## src/rtl/core/ist_pkg.sv

```systemverilog
package ist_pkg;

    localparam int STAMP_W = 48;
    localparam int VAL_W   = 32;
    localparam int SUM_W   = 64;

    typedef enum logic [1:0] {
        OP_MARK  = 2'd0,
        OP_RESET = 2'd1,
        OP_READ  = 2'd2
    } t_op;

    typedef struct packed {
        logic [STAMP_W-1:0] last_stamp;
        logic               first_pending;
        logic [VAL_W-1:0]   min_seen;
        logic [VAL_W-1:0]   max_seen;
        logic [SUM_W-1:0]   interval_sum;
        logic [VAL_W-1:0]   interval_count;
    } t_entry;

    localparam int ENTRY_W = $bits(t_entry);

    localparam t_entry ENTRY_RESET = '{
        last_stamp:     '0,
        first_pending:  1'b1,
        min_seen:       '1,
        max_seen:       '0,
        interval_sum:   '0,
        interval_count: '0
    };

    typedef enum logic [4:0] {
        S_IDLE   = 5'b00001,
        S_LOAD   = 5'b00010,
        S_UPDATE = 5'b00100,
        S_DIV    = 5'b01000,
        S_DONE   = 5'b10000
    } t_state;

endpackage

```

## src/rtl/core/ist_ram.sv

```systemverilog
module ist_ram #(
    parameter int WIDTH = 8,
    parameter int DEPTH = 4,
    localparam int AW = (DEPTH > 1) ? $clog2(DEPTH) : 1
) (
    input  logic             i_clk,
    input  logic             i_we,
    input  logic [AW-1:0]    i_waddr,
    input  logic [WIDTH-1:0] i_wdata,
    input  logic             i_re,
    input  logic [AW-1:0]    i_raddr,
    output logic [WIDTH-1:0] o_rdata
);

    logic [WIDTH-1:0] r_mem [DEPTH];
    logic [WIDTH-1:0] r_rdata;

    always_ff @(posedge i_clk) begin
        if (i_we) begin
            r_mem[i_waddr] <= i_wdata;
        end
        if (i_re) begin
            r_rdata <= r_mem[i_raddr];
        end
    end

    assign o_rdata = r_rdata;

endmodule

```

## src/rtl/core/interval_statistics_table.sv

```systemverilog
// Per-channel interval statistics. Each slave transfer carries an op in tuser
// (mark, reset channel, read statistics) and a channel and 48-bit ns timestamp
// in tdata; only a read returns a master transfer (has_data in tuser, min, max,
// average and count in tdata). The statistics live in one RAM entry per channel
// with a valid bit each, so no clearing pass follows reset. Items are handled
// one at a time: a reset or an unused op is handled in the idle state, a mark
// goes through RAM read, interval and write-back, and a read through RAM read,
// the radix-2 divider's 32 iterations when the average needs them, and output;
// a read also waits while the previous result is still held on the master side.
module interval_statistics_table #(
    parameter int CHANNELS = 4
) (
    input  logic         i_clk,
    input  logic         i_rst_n,
    input  logic         i_s_axis_tvalid,
    output logic         o_s_axis_tready,
    input  logic [55:0]  i_s_axis_tdata,   // channel[1:0], timestamp[49:2], zero pad
    input  logic [1:0]   i_s_axis_tuser,   // op[1:0]
    output logic         o_m_axis_tvalid,
    input  logic         i_m_axis_tready,
    output logic [127:0] o_m_axis_tdata,   // min, max, avg, sample_count (32 b each)
    output logic         o_m_axis_tuser    // has_data
);

    import ist_pkg::*;

    localparam int AW = (CHANNELS > 1) ? $clog2(CHANNELS) : 1;

    t_state               r_state;
    t_op                  r_op;
    logic [AW-1:0]        r_addr;
    logic                 r_ch_ok;
    logic [STAMP_W-1:0]   r_ts;
    t_entry               r_entry;
    logic [VAL_W-1:0]     r_iv;
    logic [CHANNELS-1:0]  r_valid;
    logic [4:0]           r_div_cnt;
    logic [VAL_W-1:0]     r_rem;
    logic [VAL_W-1:0]     r_quo;
    logic                 r_res_has;
    logic                 r_out_valid;
    logic [127:0]         r_out_data;
    logic                 r_out_has;

    logic                 s_fire;
    logic                 m_fire;
    logic [1:0]           in_channel;
    logic [AW-1:0]        in_addr;
    logic                 in_ok;
    logic [ENTRY_W-1:0]   ram_rdata;
    t_entry               n_entry_rd;
    logic [STAMP_W-1:0]   n_diff;
    t_entry               n_entry_wb;
    logic [SUM_W:0]       n_sum;
    logic [VAL_W:0]       n_rem2;
    logic                 n_ge;
    logic [VAL_W:0]       n_rem_sub;
    logic                 ram_we;

    assign o_s_axis_tready = (r_state == S_IDLE);
    assign s_fire          = i_s_axis_tvalid && o_s_axis_tready;
    assign m_fire          = r_out_valid && i_m_axis_tready;
    assign in_channel      = i_s_axis_tdata[1:0];
    assign in_addr         = AW'(in_channel);
    assign in_ok           = (32'(in_channel) < 32'(CHANNELS));
    assign ram_we          = (r_state == S_UPDATE);

    ist_ram #(
        .WIDTH (ENTRY_W),
        .DEPTH (CHANNELS)
    ) u_ram (
        .i_clk   (i_clk),
        .i_we    (ram_we),
        .i_waddr (r_addr),
        .i_wdata (n_entry_wb),
        .i_re    (s_fire),
        .i_raddr (in_addr),
        .o_rdata (ram_rdata)
    );

    always_comb begin
        n_entry_rd = (r_ch_ok && r_valid[r_addr]) ? t_entry'(ram_rdata) : ENTRY_RESET;
        n_diff     = r_ts - n_entry_rd.last_stamp;
    end

    always_comb begin
        n_entry_wb = r_entry;
        n_sum      = {1'b0, r_entry.interval_sum} + {{(SUM_W-VAL_W+1){1'b0}}, r_iv};
        n_entry_wb.last_stamp    = r_ts;
        n_entry_wb.first_pending = 1'b0;
        if (!r_entry.first_pending) begin
            if (r_iv < r_entry.min_seen) begin
                n_entry_wb.min_seen = r_iv;
            end
            if (r_iv > r_entry.max_seen) begin
                n_entry_wb.max_seen = r_iv;
            end
            n_entry_wb.interval_sum = n_sum[SUM_W] ? '1 : n_sum[SUM_W-1:0];
            if (r_entry.interval_count != '1) begin
                n_entry_wb.interval_count = r_entry.interval_count + 1'b1;
            end
        end
    end

    always_comb begin
        n_rem2    = {r_rem, r_quo[VAL_W-1]};
        n_ge      = (n_rem2 >= {1'b0, r_entry.interval_count});
        n_rem_sub = n_rem2 - {1'b0, r_entry.interval_count};
    end

    always_ff @(posedge i_clk) begin
        if (!i_rst_n) begin
            r_state     <= S_IDLE;
            r_valid     <= '0;
            r_out_valid <= 1'b0;
        end else begin
            unique case (r_state)
                S_IDLE: begin
                    if (s_fire) begin
                        priority if (t_op'(i_s_axis_tuser) == OP_READ) begin
                            r_state <= S_LOAD;
                        end else if (t_op'(i_s_axis_tuser) == OP_MARK && in_ok) begin
                            r_state <= S_LOAD;
                        end else if (t_op'(i_s_axis_tuser) == OP_RESET && in_ok) begin
                            r_valid[in_addr] <= 1'b0;
                        end else begin
                            r_state <= S_IDLE;
                        end
                    end
                end
                S_LOAD: begin
                    priority if (r_op == OP_MARK) begin
                        r_state <= S_UPDATE;
                    end else if (!r_ch_ok || n_entry_rd.interval_count == '0) begin
                        r_state <= S_DONE;
                    end else if (n_entry_rd.interval_sum[SUM_W-1:VAL_W]
                                 >= n_entry_rd.interval_count) begin
                        r_state <= S_DONE;
                    end else begin
                        r_state <= S_DIV;
                    end
                end
                S_UPDATE: begin
                    r_valid[r_addr] <= 1'b1;
                    r_state         <= S_IDLE;
                end
                S_DIV: begin
                    if (r_div_cnt == '0) begin
                        r_state <= S_DONE;
                    end
                end
                S_DONE: begin
                    if (!r_out_valid || i_m_axis_tready) begin
                        r_state <= S_IDLE;
                    end
                end
                default: begin
                    r_state <= S_IDLE;
                end
            endcase
            if (r_state == S_DONE && (!r_out_valid || i_m_axis_tready)) begin
                r_out_valid <= 1'b1;
            end else if (m_fire) begin
                r_out_valid <= 1'b0;
            end
        end
    end

    always_ff @(posedge i_clk) begin
        if (s_fire) begin
            r_op    <= t_op'(i_s_axis_tuser);
            r_addr  <= in_addr;
            r_ch_ok <= in_ok;
            r_ts    <= i_s_axis_tdata[49:2];
        end
        if (r_state == S_LOAD) begin
            r_entry   <= n_entry_rd;
            r_iv      <= (|n_diff[STAMP_W-1:VAL_W]) ? '1 : n_diff[VAL_W-1:0];
            r_res_has <= r_ch_ok && (n_entry_rd.interval_count != '0);
            r_rem     <= n_entry_rd.interval_sum[SUM_W-1:VAL_W];
            r_div_cnt <= '1;
            if (n_entry_rd.interval_sum[SUM_W-1:VAL_W] >= n_entry_rd.interval_count) begin
                r_quo <= '1;
            end else begin
                r_quo <= n_entry_rd.interval_sum[VAL_W-1:0];
            end
        end
        if (r_state == S_DIV) begin
            r_rem     <= n_ge ? n_rem_sub[VAL_W-1:0] : n_rem2[VAL_W-1:0];
            r_quo     <= {r_quo[VAL_W-2:0], n_ge};
            r_div_cnt <= r_div_cnt - 1'b1;
        end
        if (r_state == S_DONE && (!r_out_valid || i_m_axis_tready)) begin
            r_out_has <= r_res_has;
            if (r_res_has) begin
                r_out_data <= {r_entry.interval_count, r_quo,
                               r_entry.max_seen, r_entry.min_seen};
            end else begin
                r_out_data <= '0;
            end
        end
    end

    assign o_m_axis_tvalid = r_out_valid;
    assign o_m_axis_tdata  = r_out_data;
    assign o_m_axis_tuser  = r_out_has;

endmodule
```

## config.mk

```make
export PLATFORM = sky130hd
export DESIGN_NAME = interval_statistics_table
export DESIGN_NICKNAME = d
export VERILOG_FILES = /design/src/rtl/core/ist_pkg.sv /design/src/rtl/core/ist_ram.sv /design/src/rtl/core/interval_statistics_table.sv
export SDC_FILE = /design/constraint.sdc
export NUM_CORES = 2
export LEC_CHECK = 0
export ABC_AREA = 1
export BUFFER_PORTS_ARGS = -buffer_cell sky130_fd_sc_hd__buf_2
export CAP_MARGIN = 20
export CORE_ASPECT_RATIO = 0.5
export CORE_UTILIZATION = 40
export CTS_CLUSTER_SIZE = 10
export DETAILED_ROUTE_END_ITERATION = 8
export SLEW_MARGIN = 15
export SYNTH_ARGS = -nofsm -noshare
export SYNTH_HDL_FRONTEND = slang
export SYNTH_SLANG_ARGS = --single-unit
export TNS_END_PERCENT = 30
```

## constraint.sdc

```tcl
create_clock -name i_clk -period 31 [get_ports i_clk]
set_clock_uncertainty 0.15 [all_clocks]
set_input_delay 1.55 -clock i_clk [delete_from_list [all_inputs] [get_ports i_clk]]
set_output_delay 1.55 -clock i_clk [all_outputs]
set_load 0.05 [all_outputs]
```

==> results_dict.tcl <==
set metrics [dict create \
    outcome "complete, no violations" \
    n_fill_cell 15302 \
    cts_buffers 177 \
    row_count 106 \
    vias 44860 \
    relSlewSlack 0.298 \
    syn_area_mm2 0.0677 \
    synth.distinct_cells 57 \
    place_hpwl_um 116000 \
    vdd_drop_max_mv 0.0410 \
    worst_pin_slew_ns 1.04 \
    reg2regPathDepth 19 \
    cts_setup_buffers 0 \
    grt.total_usage 0.205 \
    wl_um 178000 \
    nets 6518 \
    grt_pass1_wl_um 265000 \
    die_area_mm2 0.171 \
    synth-seq-cells 1494 \
    cpMostUsedCell "nand2_1" \
    root_buffer "clkbuf_16" \
    worstHoldPathCells 1 \
    first_iter_violations 4043 \
    finalNonFillerCells 8544 \
    cts_resized 0 \
    first_pass_iters 6 \
    synthArstFlopShare 0 \
    setup_tns_ns 0 \
    synth_top_area_share 0.658 \
    ys_warn_count 0 \
    yosysMostFrequentCell "edfxtp_1" \
    grt_max_degree 148 \
    io_buffer_count 186 \
    coreArea_mm2 0.168 \
    start_kind "register" \
    cp.required_ns 31.31 \
    cts_max_level 4 \
    cts_hold_buf 0 \
    synth_area_leader_cell "edfxtp_1" \
    cap_violations 0 \
    crit_path_max_fanout 84 \
    drive_above_1_share 0.0968 \
    synth_common_cells "edfxtp_1 (1,484), nand2_1 (1,416), inv_1 (753), nor2_1 (391), a22oi_1 (364)" \
    max_freq_mhz 179 \
    dieWidth_um 584 \
    die_y_um 293 \
    dp_cells 8331 \
    synth_cells 5997 \
    grt_antenna_before_repair 4 \
    cts.sinks 1494 \
    arrival_ns 5.90 \
    gp_congestion 0.949 \
    path_cells "inv_2 -> nand2_1 -> nand2_1 -> nand2_1 -> nand3_4 -> inv_6 -> buf_4 -> nor2_1 -> ha_1 -> nand2_1 -> o21bai_1 -> nand2_1 -> nand2_1 -> o211ai_1 -> a21oi_1 -> nand3_1 -> buf_4 -> nor3_1 -> a31oi_1" \
    powerDensity_mw_per_mm2 59.0 \
    maxSlewViolCount 0 \
    max_stage_delay_ns 0.79 \
    grt.overflow.total 0 \
    hold_class "register to register" \
    utilization 0.454 \
    wl_per_cell_um 20.8 \
    synth_nets 6271 \
    critical_path_class "register to register" \
    ys_seq_area_frac 0.661 \
    clkTransAtPathRegs_ns 0.06 \
    area_growth_pct 12.4 \
    hold_violations 0 \
    clkLatencyLatePin_ns 0.84 \
    initial_core_util 0.404 \
    clockBufferDepth 4 \
    synthFlopType "edfxtp_1" \
    ant_nets 0 \
    power_uw 4490 \
    vias_per_cell 5.25 \
    cpMaxStageDelayCell "inv_6" \
    synth.avg_cell_area_um2 11.3 \
    rsz0062_at_grt "no" \
    grt_pass1_vias 42854 \
    p_leak_uw 0.0299 \
    yosys-top-cells-area "edfxtp_1 (66%), nand2_1 (7.9%), inv_1 (4.2%)" \
    fin_crit_ns 5.59 \
    hold_ws_ns 0.298 \
    finalSetupViolCount 0 \
    drc 0 \
    fin_crit_sh 0.180 \
    synth_edf_count 1484 \
    end_kind "register" \
    pin_count 193 \
    cts_tree "built" \
]
==> cells by family after synthesis <==
logic type               after synthesis  synth area share
AND/OR/NAND/NOR                     2396             0.152
flip-flops                          1494             0.661
buffers and inverters                962            0.0550
AO/OA/AOI/OAI                        826            0.0784
adder cells (fa/ha/maj)              212            0.0395
XOR/XNOR                             107            0.0138
==> final cells by class <==
class,instances,area [µm²],share of cell area
flip-flops and latches,1494,44800,0.588
multi-input cells,3541,19300,0.254
clock buffers,195,4520,0.0594
inverters,767,2900,0.0381
well taps,2268,2840,0.0373
repair buffers,263,1600,0.0210
clock inverters,11,120,0.00158
diodes,5,12.5,0.000164
==> through the flow <==
step                instance area (µm²)  setup WS (ns)
finish                            76100          25.41
global route                      76100          24.97
CTS                               76000          25.32
detailed placement                71400          25.36
global placement                  71400          25.43
floorplan                         67700           8.16
==> metal layers <==
metal | vias up | GRT usage | wire length [µm]
met3 | 238 | 0.0395 | 15000
met4 | 2 | 0.0506 | 3730
li1 | 21281 | - | -
met1 | 21822 | 0.302 | 81400
met5 | - | 0 | 13
met2 | 1517 | 0.311 | 77400
==> power by group <==
group | internal, µW | switching [µW]
clock network | 1020 | 750
logic | 106 | 273
registers | 2300 | 34.6
total | 3430 | 1060
==> registers in the layout, indices dropped and copies added, names as in the netlist <==
register         count
o_m_axis_tdata     128
o_m_axis_tuser       1
r_entry            161
r_iv                32
r_valid              4
r_rem               32
r_quo               32
r_op                 2
r_ts                48
r_res_has            1
u_ram.r_mem        832
u_ram.o_rdata      208
r_state              5
o_m_axis_tvalid      1
r_addr               2
r_div_cnt            5
==> final timing paths <==
path                      startpoint      endpoint  slack [ns]
hold reg to reg   u_ram.o_rdata[131]  r_entry[131]        0.30
setup / recovery           r_addr[0]      r_quo[0]       25.41
setup reg to reg           r_addr[0]      r_quo[0]       25.41
hold / removal    u_ram.o_rdata[131]  r_entry[131]        0.30
==> critical path, delay by kind of cell (launching register included) <==
family	cells	cell delay (ns)
buffers and inverters	4	1.79
and+or+nand+nor	10	1.59
AOI/OAI and AO/OA	4	0.75
DFF	1	0.47
adders and majority gates	1	0.35
==> cells in the final DEF (no fill, tap or decap), types with 56 or more instances in the layout <==
master and count:
nand2_1 1415, clkbuf_16 178, buf_2 186, nor2_1 387, inv_1 749, o21ai_0 136, a21oi_1 200, nand3_1 287
buf_4 69, xnor2_1 56, edfxtp_1 1484, ha_1 209, nor3_1 60, a22oi_1 364
Note: power is estimated with default switching activity, not from simulation.
